### src/rtl/core/ffea_pkg.sv
package ffea_pkg;

  localparam int unsigned MaxExtentsDefault  = 16;
  localparam int unsigned ReservedDefault    = 2;
  localparam logic [15:0] DiskBlocksReset    = 16'd1024;
  // one request ends after at most this many moves
  localparam int unsigned MaxMoves           = 16;

  typedef enum logic [2:0] {
    KIND_MOVED     = 3'd0,
    KIND_ALLOCATED = 3'd1,
    KIND_FREED     = 3'd2,
    KIND_NO_SPACE  = 3'd3,
    KIND_TAG_EXISTS = 3'd4,
    KIND_NOT_FOUND = 3'd5,
    KIND_FULL      = 3'd6
  } kind_e;

  localparam logic OP_ALLOC = 1'b0;
  localparam logic OP_FREE  = 1'b1;

  typedef struct packed {
    logic [7:0]  tag;
    logic [15:0] start;
    logic [15:0] length;
  } entry_t;

endpackage

### src/rtl/core/ffea_table.sv
module ffea_table #(
  parameter int unsigned MAX_EXTENTS = ffea_pkg::MaxExtentsDefault,
  localparam int unsigned IW = (MAX_EXTENTS > 1) ? $clog2(MAX_EXTENTS) : 1
) (
  input  logic             clk_i,
  input  logic [IW-1:0]    rd_idx_i,
  output ffea_pkg::entry_t rd_entry_o,
  input  logic             wr_en_i,
  input  logic [IW-1:0]    wr_idx_i,
  input  ffea_pkg::entry_t wr_entry_i
);

  ffea_pkg::entry_t mem_q [MAX_EXTENTS];

  // entries beyond the fill count are never read, so no reset
  always_ff @(posedge clk_i) begin
    if (wr_en_i) begin
      mem_q[wr_idx_i] <= wr_entry_i;
    end
  end

  assign rd_entry_o = mem_q[rd_idx_i];

endmodule

### src/rtl/core/first_fit_extent_allocator_unit.sv
// First-fit extent allocator: keeps up to MAX_EXTENTS extents sorted by start block and
// serves one allocate or free request at a time; s_axis_tready is high only while idle.
// A request walks the table one entry per cycle through a single subtract/compare unit:
// the tag scan comes first, then a free shifts the table down, while an allocate searches
// the gaps and then shifts the table up. When no gap fits, each compaction move is a
// search for the first open gap, the output transfer of the move and a fresh gap search,
// with at most 16 moves per request.
module first_fit_extent_allocator_unit #(
  parameter int unsigned MAX_EXTENTS     = ffea_pkg::MaxExtentsDefault,
  parameter int unsigned RESERVED_BLOCKS = ffea_pkg::ReservedDefault
) (
  input  logic        clk_i,
  input  logic        rst_ni,
  input  logic        cfg_we_i,
  input  logic [15:0] cfg_wdata_i,    // disk_blocks
  input  logic        s_axis_tvalid,
  output logic        s_axis_tready,
  input  logic [23:0] s_axis_tdata,   // file_tag[7:0], length_blocks[23:8]
  input  logic        s_axis_tuser,   // operation
  output logic        m_axis_tvalid,
  input  logic        m_axis_tready,
  output logic [63:0] m_axis_tdata,   // kind, tag_out, old_start, new_start, length_out, zeros
  output logic        m_axis_tlast
);

  localparam int unsigned IW = (MAX_EXTENTS > 1) ? $clog2(MAX_EXTENTS) : 1;
  localparam int unsigned CW = $clog2(MAX_EXTENTS + 1);
  localparam logic [CW-1:0] MaxCnt = CW'(MAX_EXTENTS);
  localparam logic [16:0] ResEnd = 17'(RESERVED_BLOCKS);
  localparam logic [4:0] MoveLimit = 5'(ffea_pkg::MaxMoves);

  typedef enum logic [2:0] {
    ST_IDLE, ST_TAG, ST_DEL, ST_GAP, ST_CMP, ST_INS, ST_OUT
  } state_e;

  state_e          state_q;
  logic [15:0]     disk_q;
  logic [15:0]     used_q;
  logic [CW-1:0]   cnt_q, i_q, j_q, slot_q;
  logic [16:0]     prev_q;
  logic [4:0]      moves_q;
  logic            op_q;
  logic [7:0]      tag_q;
  logic [15:0]     len_q;
  ffea_pkg::kind_e res_kind_q;
  logic [7:0]      res_tag_q;
  logic [15:0]     res_old_q, res_new_q, res_len_q;
  logic            res_last_q;

  ffea_pkg::entry_t rd_entry, wr_entry;
  logic             wr_en;
  logic [CW-1:0]    rd_pos, wr_pos;

  // shared subtract/compare unit
  logic        at_end;
  logic [16:0] cmp_x;
  logic [17:0] diff;
  logic        fits, gap_open;
  logic [16:0] cur_end;
  logic [15:0] avail;

  assign at_end   = (i_q == cnt_q);
  assign cmp_x    = at_end ? {1'b0, disk_q} : {1'b0, rd_entry.start};
  assign diff     = {1'b0, cmp_x} - {1'b0, prev_q};
  assign fits     = !diff[17] && (diff[16:0] >= {1'b0, len_q});
  assign gap_open = !diff[17] && (diff != 18'd0);
  assign cur_end  = {1'b0, rd_entry.start} + {1'b0, rd_entry.length};
  assign avail    = (disk_q > used_q) ? (disk_q - used_q) : 16'd0;

  always_comb begin
    rd_pos   = i_q;
    wr_en    = 1'b0;
    wr_pos   = i_q;
    wr_entry = rd_entry;
    unique case (state_q)
      ST_DEL: begin
        rd_pos = j_q + CW'(1);
        wr_pos = j_q;
        wr_en  = (j_q + CW'(1)) < cnt_q;
      end
      ST_CMP: begin
        wr_en          = !at_end && gap_open;
        wr_entry.start = prev_q[15:0];
      end
      ST_INS: begin
        rd_pos = j_q - CW'(1);
        wr_pos = j_q;
        wr_en  = 1'b1;
        if (j_q <= slot_q) begin
          wr_pos   = slot_q;
          wr_entry = '{tag: tag_q, start: prev_q[15:0], length: len_q};
        end
      end
      default: ;
    endcase
  end

  ffea_table #(.MAX_EXTENTS(MAX_EXTENTS)) u_table (
    .clk_i      (clk_i),
    .rd_idx_i   (rd_pos[IW-1:0]),
    .rd_entry_o (rd_entry),
    .wr_en_i    (wr_en),
    .wr_idx_i   (wr_pos[IW-1:0]),
    .wr_entry_i (wr_entry)
  );

  always_ff @(posedge clk_i or negedge rst_ni) begin
    if (!rst_ni) begin
      state_q    <= ST_IDLE;
      disk_q     <= ffea_pkg::DiskBlocksReset;
      used_q     <= 16'(RESERVED_BLOCKS);
      cnt_q      <= '0;
      i_q        <= '0;
      j_q        <= '0;
      slot_q     <= '0;
      prev_q     <= ResEnd;
      moves_q    <= '0;
      op_q       <= 1'b0;
      tag_q      <= '0;
      len_q      <= '0;
      res_kind_q <= ffea_pkg::KIND_MOVED;
      res_tag_q  <= '0;
      res_old_q  <= '0;
      res_new_q  <= '0;
      res_len_q  <= '0;
      res_last_q <= 1'b0;
    end else begin
      if (cfg_we_i) begin
        disk_q <= cfg_wdata_i;
      end
      unique case (state_q)
        ST_IDLE: begin
          if (s_axis_tvalid) begin
            op_q    <= s_axis_tuser;
            tag_q   <= s_axis_tdata[7:0];
            len_q   <= s_axis_tdata[23:8];
            i_q     <= '0;
            state_q <= ST_TAG;
          end
        end
        ST_TAG: begin
          if (at_end) begin
            if (op_q == ffea_pkg::OP_FREE) begin
              res_kind_q <= ffea_pkg::KIND_NOT_FOUND;
              res_tag_q  <= tag_q;
              res_old_q  <= '0;
              res_new_q  <= '0;
              res_len_q  <= '0;
              res_last_q <= 1'b1;
              state_q    <= ST_OUT;
            end else if (cnt_q >= MaxCnt) begin
              res_kind_q <= ffea_pkg::KIND_FULL;
              res_tag_q  <= tag_q;
              res_old_q  <= '0;
              res_new_q  <= '0;
              res_len_q  <= len_q;
              res_last_q <= 1'b1;
              state_q    <= ST_OUT;
            end else if (len_q == 16'd0 || len_q > avail) begin
              res_kind_q <= ffea_pkg::KIND_NO_SPACE;
              res_tag_q  <= tag_q;
              res_old_q  <= '0;
              res_new_q  <= '0;
              res_len_q  <= len_q;
              res_last_q <= 1'b1;
              state_q    <= ST_OUT;
            end else begin
              i_q     <= '0;
              prev_q  <= ResEnd;
              moves_q <= '0;
              state_q <= ST_GAP;
            end
          end else if (rd_entry.tag == tag_q) begin
            res_tag_q  <= tag_q;
            res_new_q  <= '0;
            res_last_q <= 1'b1;
            if (op_q == ffea_pkg::OP_FREE) begin
              res_kind_q <= ffea_pkg::KIND_FREED;
              res_old_q  <= rd_entry.start;
              res_len_q  <= rd_entry.length;
              j_q        <= i_q;
              state_q    <= ST_DEL;
            end else begin
              res_kind_q <= ffea_pkg::KIND_TAG_EXISTS;
              res_old_q  <= '0;
              res_len_q  <= len_q;
              state_q    <= ST_OUT;
            end
          end else begin
            i_q <= i_q + CW'(1);
          end
        end
        ST_DEL: begin
          if ((j_q + CW'(1)) < cnt_q) begin
            j_q <= j_q + CW'(1);
          end else begin
            cnt_q   <= cnt_q - CW'(1);
            used_q  <= (used_q >= res_len_q) ? (used_q - res_len_q) : 16'd0;
            state_q <= ST_OUT;
          end
        end
        ST_GAP: begin
          if (fits) begin
            slot_q  <= i_q;
            j_q     <= cnt_q;
            state_q <= ST_INS;
          end else if (at_end) begin
            if (moves_q < MoveLimit) begin
              i_q     <= '0;
              prev_q  <= ResEnd;
              state_q <= ST_CMP;
            end else begin
              res_kind_q <= ffea_pkg::KIND_NO_SPACE;
              res_tag_q  <= tag_q;
              res_old_q  <= '0;
              res_new_q  <= '0;
              res_len_q  <= len_q;
              res_last_q <= 1'b1;
              state_q    <= ST_OUT;
            end
          end else begin
            prev_q <= cur_end;
            i_q    <= i_q + CW'(1);
          end
        end
        ST_CMP: begin
          if (at_end) begin
            res_kind_q <= ffea_pkg::KIND_NO_SPACE;
            res_tag_q  <= tag_q;
            res_old_q  <= '0;
            res_new_q  <= '0;
            res_len_q  <= len_q;
            res_last_q <= 1'b1;
            state_q    <= ST_OUT;
          end else if (gap_open) begin
            res_kind_q <= ffea_pkg::KIND_MOVED;
            res_tag_q  <= rd_entry.tag;
            res_old_q  <= rd_entry.start;
            res_new_q  <= prev_q[15:0];
            res_len_q  <= rd_entry.length;
            res_last_q <= 1'b0;
            moves_q    <= moves_q + 5'd1;
            state_q    <= ST_OUT;
          end else begin
            prev_q <= cur_end;
            i_q    <= i_q + CW'(1);
          end
        end
        ST_INS: begin
          if (j_q > slot_q) begin
            j_q <= j_q - CW'(1);
          end else begin
            cnt_q      <= cnt_q + CW'(1);
            used_q     <= used_q + len_q;
            res_kind_q <= ffea_pkg::KIND_ALLOCATED;
            res_tag_q  <= tag_q;
            res_old_q  <= '0;
            res_new_q  <= prev_q[15:0];
            res_len_q  <= len_q;
            res_last_q <= 1'b1;
            state_q    <= ST_OUT;
          end
        end
        ST_OUT: begin
          if (m_axis_tready) begin
            if (res_last_q) begin
              state_q <= ST_IDLE;
            end else begin
              // search again from the start after a move
              i_q     <= '0;
              prev_q  <= ResEnd;
              state_q <= ST_GAP;
            end
          end
        end
        default: state_q <= ST_IDLE;
      endcase
    end
  end

  assign s_axis_tready = (state_q == ST_IDLE);
  assign m_axis_tvalid = (state_q == ST_OUT);
  assign m_axis_tlast  = res_last_q;
  assign m_axis_tdata  = {5'd0, res_len_q, res_new_q, res_old_q, res_tag_q, res_kind_q};

  a_cnt_bound: assert property (@(posedge clk_i) disable iff (!rst_ni)
    cnt_q <= MaxCnt) else $error("extent count above table size");

  a_one_side: assert property (@(posedge clk_i) disable iff (!rst_ni)
    !(s_axis_tready && m_axis_tvalid)) else $error("input and output open together");

  a_busy_after_accept: assert property (@(posedge clk_i) disable iff (!rst_ni)
    s_axis_tvalid && s_axis_tready |=> !s_axis_tready)
    else $error("ready after accepted transfer");

  a_move_limit: assert property (@(posedge clk_i) disable iff (!rst_ni)
    moves_q <= MoveLimit) else $error("too many moves");

endmodule

### config.mk
export PLATFORM = sky130hd
export DESIGN_NAME = first_fit_extent_allocator_unit
export DESIGN_NICKNAME = d
export VERILOG_FILES = /design/src/rtl/core/ffea_pkg.sv /design/src/rtl/core/ffea_table.sv /design/src/rtl/core/first_fit_extent_allocator_unit.sv
export SDC_FILE = /design/constraint.sdc
export NUM_CORES = 1
export LEC_CHECK = 0
export BUFFER_PORTS_ARGS = -buffer_cell sky130_fd_sc_hd__buf_4
export CAP_MARGIN = 5
export CORE_ASPECT_RATIO = 0.5
export CORE_UTILIZATION = 50
export DETAILED_ROUTE_END_ITERATION = 8
export PLACE_DENSITY = 0.69
export SETUP_SLACK_MARGIN = 0.15
export SLEW_MARGIN = 20
export SYNTH_ARGS = -nofsm -noshare
export SYNTH_HDL_FRONTEND = slang
export SYNTH_SLANG_ARGS = --single-unit
### constraint.sdc
create_clock -name clk_i -period 9.17 [get_ports clk_i]
set_input_delay 0.917 -clock clk_i [delete_from_list [all_inputs] [get_ports clk_i]]
set_output_delay 0.917 -clock clk_i [all_outputs]
set_load 0.1 [all_outputs]
Yosys cells after proc, flatten, opt, wreduce, memory -nomap -nowiden
Memories as Yosys holds them, arrays and structs flattened.
Index checks and enable logic that the tools add are counted.
{ "word_totals": {"reg_bits": 162, "mem_bits_rw": 640, "inputBits": 46, "output_inout_bits": 67, "word_cells": 243, "mem_count": 1} }
{ "classes": {"addsub": 11, "n_lt_le_gt_ge": 9, "eq_ne": 38, "muxes": 142, "reduce_logical": 24} }
{ "memory_table": {"columns": ["name", "words", "word_bits", "read_ports", "rd_clocked_by_memory_dff", "wr", "line_no", "source"], "rows": [
  ["u_table.mem_q", 16, 40, 1, 0, 1, "ffea_table.sv:13", "ffea_pkg::entry_t mem_q [MAX_EXTENTS];"]
]} }
{ "op_table": {"columns": ["operator", "n"], "rows": [
  ["2-to-1 mux 16 bit", 35],
  ["case mux 16 bit (4 select lines)", 3],
  ["2-to-1 mux 17 bit", 11],
  ["2-to-1 mux 5 bit", 24],
  ["2-to-1 mux 8 bit", 12],
  ["2-to-1 mux 3 bit", 26],
  ["case mux 17 bit (4 select lines)", 1],
  ["case mux 16 bit (2 select lines)", 2],
  ["2-to-1 mux 40 bit", 1],
  ["!= test 2 bit (second input constant)", 20],
  ["greater-than comparator 16 bit", 2],
  ["case mux 8 bit (4 select lines)", 1],
  ["subtractor 16 bit", 2],
  ["case mux 5 bit (5 select lines)", 1],
  ["!= test 3 bit (second input constant)", 8],
  ["case mux 3 bit (7 select lines)", 1],
  ["AND reduction 7 bit", 3],
  ["adder 5 x 1 -> 5 bit (second input constant)", 4],
  ["case mux 5 bit (2 select lines)", 2],
  ["case mux 5 bit (4 select lines)", 1],
  ["nonzero test 18 bit", 1],
  ["subtractor 16 x 17 -> 18 bit", 1],
  ["adder 16 x 16 -> 17 bit", 1],
  [">= comparator 17 x 16 -> 1 bit", 1],
  ["35 further kinds", 60]
]} }

Logic depth before layout (Yosys ltp)
Gate-level depths: netlist of run 1.
An unclocked memory read counts as a cell.
{ "depth": {"word_depth": 11, "depth_mapped": 38, "mapped_depth_nobuf": 30} }

Hierarchy
Synthesis of run 1 repeated with hierarchy kept, for this count alone.
{ "unflattened": {"hier_cells": 2581, "area_unflattened_um2": 38064.0} }
{ "modules_own_cells": {"columns": ["mod", "instances", "cells_per_inst", "area_per_inst_um2", "seq_area_each_um2"], "rows": [
  ["ffea_table", 1, 1000, 24330.8, 19218.4],
  ["first_fit_extent_allocator_unit", 1, 1581, 13733.2, 4057.6]
]} }

Worst setup path before layout of run 1
OpenSTA, ideal clock, no wires.
{ "synth_timing": {"path_kind": "reg2reg", "start": "reg j_q[0]", "end": "mem u_table.mem_q[0][0] (netlist name) (enable)", "setup_time_ns": 0.438, "t_arrival_ns": 8.065, "t_required_ns": 8.732, "path_slack_ns": 0.667, "stages_incl_launch_ff": 30, "synth_period_minus_slack_ns": 8.503, "path_cell_list": "dfrtp_1 -> clkbuf_1 -> inv_1 -> ha_1 -> o21bai_1 -> o22ai_1 -> clkbuf_1 -> buf_2 -> clkbuf_1 -> clkbuf_1 -> buf_1 -> nand2_1 -> nand3_1 -> nand3_1 -> a31o_2 -> nor2_1 -> a21oi_1 -> ha_1 -> fa_1 -> nand2b_1 -> a21boi_0 -> o221a_2 -> o21ai_0 -> a211oi_1 -> a2111oi_0 -> nand4_1 -> nand2_1 -> nor2_1 -> o311ai_0 -> nor2_1"} }
{ "synth_between": {"elab_chain_cells": 11} }
{ "synth_rtl": {"columns": ["item", "line_no", "source"], "rows": [
  ["from (decl)", "first_fit_extent_allocator_unit.sv:39", "logic [CW-1:0] cnt_q, i_q, j_q, slot_q;"],
  ["from (signal assigned)", "first_fit_extent_allocator_unit.sv:181", "j_q <= i_q;"],
  ["from (signal assigned)", "first_fit_extent_allocator_unit.sv:195", "j_q <= j_q + CW'(1);"],
  ["from (signal assigned)", "first_fit_extent_allocator_unit.sv:205", "j_q <= cnt_q;"],
  ["subtractor 5 x 1 -> 5 bit / adder 5 x 1 -> 5 bit (equally long branches)", null, null],
  ["case mux 4 bit (2 select lines)", "first_fit_extent_allocator_unit.sv:75", "unique case (state_q)"],
  ["memory read (16 x 40 bit)", null, null],
  ["2-to-1 mux 16 bit", "first_fit_extent_allocator_unit.sv:63", "assign cmp_x = at_end ? {1'b0, disk_q} : {1'b0, rd_entry.start};"],
  ["subtractor 16 x 17 -> 18 bit", "first_fit_extent_allocator_unit.sv:64", "assign diff = {1'b0, cmp_x} - {1'b0, prev_q};"],
  ["nonzero test 18 bit / zero test 1 bit (equally long branches)", "first_fit_extent_allocator_unit.sv:66", "assign gap_open = !diff[17] && (diff != 18'd0);"],
  ["logical AND 1 bit", "first_fit_extent_allocator_unit.sv:66", null],
  ["logical AND 1 bit", "first_fit_extent_allocator_unit.sv:82", "wr_en = !at_end && gap_open;"],
  ["case mux 1 bit (3 select lines)", "first_fit_extent_allocator_unit.sv:75", null],
  ["2-to-1 mux 1 bit", "ffea_table.sv:17", "if (wr_en_i) begin"],
  ["2-to-1 mux 1 bit (implied by the code)", "ffea_table.sv:18", "mem_q[wr_idx_i] <= wr_entry_i;"],
  ["to (decl)", "ffea_table.sv:13", null]
]} }
Parallel ways exist; a longest one is shown, timed or not.

Worst setup path after layout of run 1
{ "layout_timing": {"start": "reg j_q[0]", "end": "reg j_q[3]"} }
{ "layout_between": {"elab_chain_cells": 9} }
{ "layout_rtl": {"columns": ["item", "line_no", "source"], "rows": [
  ["subtractor 5 x 1 -> 5 bit / adder 5 x 1 -> 5 bit (equally long branches)", "first_fit_extent_allocator_unit.sv:251, first_fit_extent_allocator_unit.sv:194, first_fit_extent_allocator_unit.sv:195", null],
  ["case mux 4 bit (2 select lines)", "first_fit_extent_allocator_unit.sv:75", null],
  ["memory read (16 x 40 bit)", null, null],
  ["2-to-1 mux 16 bit", "first_fit_extent_allocator_unit.sv:63", null],
  ["subtractor 16 x 17 -> 18 bit", "first_fit_extent_allocator_unit.sv:64", null],
  [">= comparator 17 x 16 -> 1 bit / zero test 1 bit (equally long branches)", "first_fit_extent_allocator_unit.sv:65", "assign fits = !diff[17] && (diff[16:0] >= {1'b0, len_q});"],
  ["logical AND 1 bit", "first_fit_extent_allocator_unit.sv:65", null],
  ["!= test 2 bit (no source line)", null, null],
  ["AND reduction 7 bit (no source line)", null, null]
]} }
Parallel ways exist; a longest one is shown, timed or not. The select of a mux whose other input is x is not followed.
A chain may end at the register's enable or synchronous reset.

==> metrics.md, run 1 <==
| Metric | Value |
|---|---|
| Status | `finished with violations` |
| Failing checks | `design-rule violations` |
| Vias in the first global route | `roughly 27k` |
| # DRC | `3` |
| Num CTS Buffers | `73` |
| Slew Limit Fails | `0` |
| Initial Util | `0.512` |
| GRT met1 Usage | `0.434` |
| Die width | `between 300 and 400 µm` |
| Max Buffers Root-to-Sink | `3` |
| Clock Latency Late Sink | `0.65 ns` |
| M2 GR Usage | `0.436` |
| Layout cells sized above 1 | `0.125` |
| Ys async rst share | `0.202` |
| Startpoint Class | `flip-flop` |
| Reg2reg path depth | `29` |
| Clock-pin slew on the worst setup and hold paths | `0.06 ns` |
| Initial antenna violation count | `3` |
| Die height | `200 µm` |
| Setup_tns | `0 ns` |
| Mapped Area | `approximately 39000 µm²` |
| Gr ovfl total | `0` |
| Setup Crit Path Kind | `reg -> reg` |
| DRT iter0 DRCs | `between 3k and 4k` |
| Required time of the critical path | `9.70 ns` |
| Root Driver | `clkbuf_16` |
| Syn-to-layout area delta | `12.8%` |
| Distinct cells, synth | `95` |
| Worst path slowest cell | `o22ai_4` |
| Period utilization | `0.905` |
| Post-Syn Area per Cell | `between 10 and 15 µm²` |
| GRT Overall Usage | `0.294` |
| Routed len/inst | `24.7 µm` |
| Drt first pass iters | `9` |
| Setup ws final | `0.868 ns` |
| Largest net degree at the start of global routing | `87` |
| Crit path max fanout | `82` |
| H-tree Lvls | `3` |
| Critical path endpoint category | `flip-flop` |
| Ant. Diodes | `0` |
| Worst hold path type | `in -> async` |
| Synth warn | `0` |
| First-pass GRT wire length | `roughly 170 mm` |
| Post-DP HPWL | `76.2 mm` |
| Relative max-transition margin | `0.224` |
| EDFF count, synth | `640` |
| Most used routing layer | `met2` |
| Sequential cell area | `approximately 23000 µm²` |
| DR vias | `29.3k` |
| Worst endpoint data arrival time | `8.83 ns` |
| CP peak stage delay | `approximately 0.75 ns` |
| Seq cells post-synth | `802` |
| Sequential share of the synthesized area | `0.597` |
| DP Worst Slack | `0.780 ns` |
| Hold buffers post-CTS | `0` |
| Most frequent CP cell | `nand3_1` |
| Final hold vios | `0` |
| Mapped Cells | `3562` |
| RSZ-0062 raised after global routing | `no` |
| Fmax achieved | `120 MHz` |
| IO buf count | `107` |
| Die area | `around 79000 µm²` |
| Final nets | `between 3k and 4k` |
| WL final | `117 mm` |
| Fin Clk Skew | `0.0271 ns` |
| MaxCap Viol Count | `0` |
| Worst-Margin Slew | `between 1 and 1.5 ns` |
| Synth Flop Type | `edfxtp_1` |
| Core area | `76100 µm²` |
| Post-CTS Resized | `0` |
| Row cnt | `~70` |
| Global routing usage on met3 | `0.0669` |
| Min cycle time layout | `8.30 ns` |
| Clock tree sinks | `802` |
| I/O pin total | `around 110` |
| Vias per cell | `6.17` |
| Final ANT Viol Nets | `0` |
| # setup viols final | `0` |
| Fill count | `6237` |
| Area of the multi-input gates | `14500 µm²` |
| Post-CTS setup buffers | `0` |
| RePlAce Congestion | `0.944` |
| TritonCTS clock tree | `yes` |
-- stage by stage --
stage                      util  hold WS [ns]  cells  cell area [µm²]
after floorplan               -         0.475   3566            39000
after global placement    0.546         0.470   4617            41600
after detailed placement  0.546         0.483   4617            41600
after CTS                 0.578         0.376   4745            44000
after global routing      0.578         0.382   4747            44000
final                     0.578         0.319   4747            44000
-- worst max-delay path, delay by kind of cell, from the launching register on --
| family | cells | cell delay (ns) |
|---|---|---|
| buf+inv | 3 | 0.77 |
| compound gates | 12 | 3.33 |
| simple gates | 10 | 2.02 |
| flops | 1 | 0.56 |
| mux | 1 | 0.39 |
| fa+ha+maj | 3 | 1.01 |
-- final timing paths --
path                            slack [ns]                        to                startpoint
worst max-delay path                  0.87        j_q[3]$_DFFE_PN0P_        j_q[0]$_DFFE_PN0P_
min in group clk_i                    0.49      len_q[8]$_DFFE_PN0P_          s_axis_tdata[16]
worst min register to register        0.50  res_tag_q[5]$_DFFE_PN0P_  res_tag_q[5]$_DFFE_PN0P_
worst max register to register        0.87        j_q[3]$_DFFE_PN0P_        j_q[0]$_DFFE_PN0P_
max in group asynchronous             7.47     prev_q[1]$_DFFE_PN1P_                    rst_ni
worst min-delay path                  0.32     disk_q[5]$_DFFE_PN0P_                    rst_ni
-- sequential cells by signal, summed over array words and instances, names as in the netlist, 8 cells and up --
signal,flops
disk_q,16
len_q,16
prev_q,17
res_len_q,16
res_new_q,16
res_old_q,16
res_tag_q,8
tag_q,8
u_table.mem_q,640
used_q,16
-- layout make-up --
| class | instances | share of cell area |
|---|---|---|
| clock buffers | 94 | 0.0456 |
| clock inverters | 34 | 0.00890 |
| inverters | 154 | 0.0131 |
| multi-input cells | 2401 | 0.330 |
| flip-flops and latches | 802 | 0.529 |
| well taps | 1022 | 0.0290 |
| repair buffers | 240 | 0.0444 |
-- cell usage after synthesis, drive strengths merged (43+ instances only) --
library cell | number | share of area
dfrtp | 159 | 0.10
ha | 129 | 0.041
nor2 | 123 | 0.012
inv | 152 | 0.015
xnor2 | 44 | 0.0099
nand2 | 731 | 0.070
a311oi | 43 | 0.0097
nand3 | 349 | 0.045
and3 | 56 | 0.0091
a21o | 47 | 0.0090
o21ai | 181 | 0.023
clkbuf | 134 | 0.013
edfxtp | 640 | 0.49
a21oi | 144 | 0.019
buf | 75 | 0.0097
-- routing by layer --
metal	vias up	routed length, µm
met5	-	0
met4	0	2580
li1	13200	-
met2	1478	50900
met1	14500	50800
met3	174	12800
-- layout by cell type, fill, tap and decap left out, types with 12 or more instances in the layout --
master / instances
nand2_1: 730
edfxtp_1: 640
nand3_1: 348
buf_4: 226
o21ai_0: 168
dfrtp_1: 159
inv_1: 151
a21oi_1: 141
ha_1: 129
nor2_1: 104
clkbuf_16: 75
and3_1: 55
a21o_1: 47
xnor2_1: 44
a311oi_1: 43
xor2_1: 33
mux2_2: 33
nor3_1: 30
a211oi_1: 28
mux2i_1: 28
a31o_2: 23
a22o_1: 23
a2111oi_0: 22
nor2b_1: 20
nand4_1: 20
and2_1: 20
o31ai_1: 19
nand2b_1: 17
o2bb2ai_1: 17
nor2_4: 17
a31oi_1: 13
o221ai_1: 13
clkbuf_1: 13
clkinv_2: 12
buf_12: 12
-- logic make-up after synthesis --
kind of cell	share of synthesized area
AND/OR/NAND/NOR	0.164
flip-flops	0.597
AO/OA/AOI/OAI	0.119
buffers and inverters	0.0374
adder cells (fa/ha/maj)	0.0445
XOR/XNOR	0.0173
multiplexers	0.0205
other	0.0000961
Power of run 1 is not shown: default switching activity piles up to over one toggle a cycle in this logic, so the estimate is an artifact.
==> run 2, diff against run 1 <==
CORE_UTILIZATION = 60   (was 50)
PLACE_DENSITY = 0.77   (was 0.69)
SKIP_LAST_GASP = 1   (was unset)
clock period = 10.1 ns   (was 9.17 ns; I/O delays follow)
==> run 2 against run 1 <==
- the run now ends clean
- core utilization grew 11 points
- setup slack gained 0.26 ns
- clock skew is 0.0070 ns higher
==> metrics.md, run 2 (synthesized netlist as in run 1, its figures left out) <==
| Metric | Value |
|---|---|
| Status | `finished, final reports clean` |
| Gr ovfl total | `0` |
| Startpoint Class | `flip-flop` |
| Hold buffers post-CTS | `0` |
| DR vias | `30.1k` |
| CP peak stage delay | `slightly above 0.8 ns` |
| Final nets | `3841` |
| IO buf count | `107` |
| Min cycle time layout | `roughly 9.0 ns` |
| Largest reg by FF count | `u_table.mem_q` |
| Vias per cell | `6.55` |
| Post-CTS setup buffers | `0` |
| # setup viols final | `0` |
| Slew Limit Fails | `0` |
| Initial Util | `0.613` |
| FF-to-FF Start | `state_q[2]$_DFFE_PN0P_` |
| Num CTS Buffers | `71` |
| Largest regs | `u_table.mem_q x640, prev_q x17` |
| Ant. Diodes | `0` |
| Initial antenna violation count | `1` |
| GRT Overall Usage | `0.351` |
| Layout cells sized above 1 | `0.121` |
| Fin Clk Skew | `0.0341 ns` |
| Clock-pin slew on the worst setup and hold paths | `0.08 ns` |
| H-tree Lvls | `3` |
| Core area | `63700 µm²` |
| Die height | `182 µm` |
| Clock Latency Late Sink | `0.64 ns` |
| Period utilization | `0.889` |
| WHS | `0.473 ns` |
| Worst path slowest cell | `dfrtp_1` |
| Critical path endpoint category | `flip-flop` |
| Setup Crit Path Kind | `reg -> reg` |
| Commonest non-fill, non-tap cell in the layout | `nand2_1` |
| Die width | `363 µm` |
| Fmax achieved | `111 MHz` |
| Final hold vios | `0` |
| Finished Layout Cells | `approximately 4.6k` |
| RePlAce Congestion | `1.01` |
| Most frequent cells in the layout | `730 x nand2_1, 640 x edfxtp_1, 348 x nand3_1` |
| Largest net degree at the start of global routing | `125` |
| Final ANT Viol Nets | `0` |
| CP bufs+invs | `3` |
| Reg2reg path depth | `28` |
| Worst-Margin Slew | `1.11 ns` |
| Clock tree sinks | `802` |
| Post-CTS Resized | `0` |
| Reg2reg setup slack | `1.13 ns` |
| DRT iter0 DRCs | `4161` |
| Worst hold path type | `in -> async` |
| Family with the most delay on the worst path | `compound AO/OA/AOI/OAI gates` |
| R2R Path End | `res_kind_q[2]$_DFFE_PN0P_` |
| Die area | `66100 µm²` |
| Setup_tns | `0 ns` |
| Row cnt | `65` |
| Fill count | `between 4k and 5k` |
| RSZ-0062 raised after global routing | `no` |
| TritonCTS clock tree | `yes` |
| Post-DP HPWL | `73.7 mm` |
| DP Cell Count | `between 4k and 5k` |
| Drt first pass iters | `6` |
| MaxCap Viol Count | `0` |
| Max reg flops | `640` |
| Syn-to-layout area delta | `12.0%` |
| Max Buffers Root-to-Sink | `3` |
| Required time of the critical path | `10.60 ns` |
| Root Driver | `clkbuf_16` |
| Worst endpoint data arrival time | `9.48 ns` |
| Crit path max fanout | `50` |
| # DRC | `0` |
| I/O pin total | `113` |
| Worst setup startpoint | `state_q[2]$_DFFE_PN0P_` |
| Routed len/inst | `25.5 µm` |
| WL final | `~120 mm` |
| Relative max-transition margin | `0.259` |
| First-pass GRT wire length | `around 170 mm` |
| Vias in the first global route | `28.2k` |
## run 2: worst max path at each step
stage | to | cells past startpoint
2_1_floorplan | u_table.mem_q[0][0]$_DFFE_PP_ | 29
3_3_place_gp | res_tag_q[0]$_DFFE_PN0P_ | 28
3_5_place_dp | res_tag_q[0]$_DFFE_PN0P_ | 28
4_1_cts | res_kind_q[2]$_DFFE_PN0P_ | 28
5_1_grt | res_kind_q[2]$_DFFE_PN0P_ | 28
6_report | res_kind_q[2]$_DFFE_PN0P_ | 28
## run 2: layout make-up
| class | instances | area [µm²] | area share |
|---|---|---|---|
| Sequential cell | 802 | 23300 | 0.533 |
| Multi-Input combinational cell | 2401 | 14500 | 0.332 |
| Clock buffer | 83 | 1860 | 0.0426 |
| Timing Repair Buffer | 230 | 1810 | 0.0414 |
| Tap cell | 871 | 1090 | 0.0249 |
| Inverter | 154 | 578 | 0.0132 |
| Clock inverter | 44 | 571 | 0.0131 |
## run 2: stage by stage
stage | worst slack, ns | utilization | instance area, µm²
finish | 1.13 | 0.686 | 43700
global route | 0.505 | 0.686 | 43700
CTS | 1.35 | 0.686 | 43700
detailed placement | 1.41 | 0.648 | 41300
global placement | 1.60 | 0.648 | 41300
floorplan | 1.60 | - | 39000
## run 2: worst reg2reg max path, delay by kind of cell, from the launching register on
kind	cells	cell delay (ns)
AO/OA/AOI/OAI	13	4.10
adder cells (fa/ha/maj)	2	0.55
buffers and inverters	3	1.11
flip-flops	1	0.81
multiplexers	1	0.39
AND/OR/NAND/NOR	9	1.88
## run 2: metal layers
metal / GRT usage / up-vias / share of wire
met4: 0.104 / 0 / 0.030
met5: 0 / - / 0
met1: 0.512 / 14600 / 0.40
met2: 0.522 / 2051 / 0.43
met3: 0.0906 / 241 / 0.14
li1: - / 13200 / -
Power of run 2 is left out for the same reason.
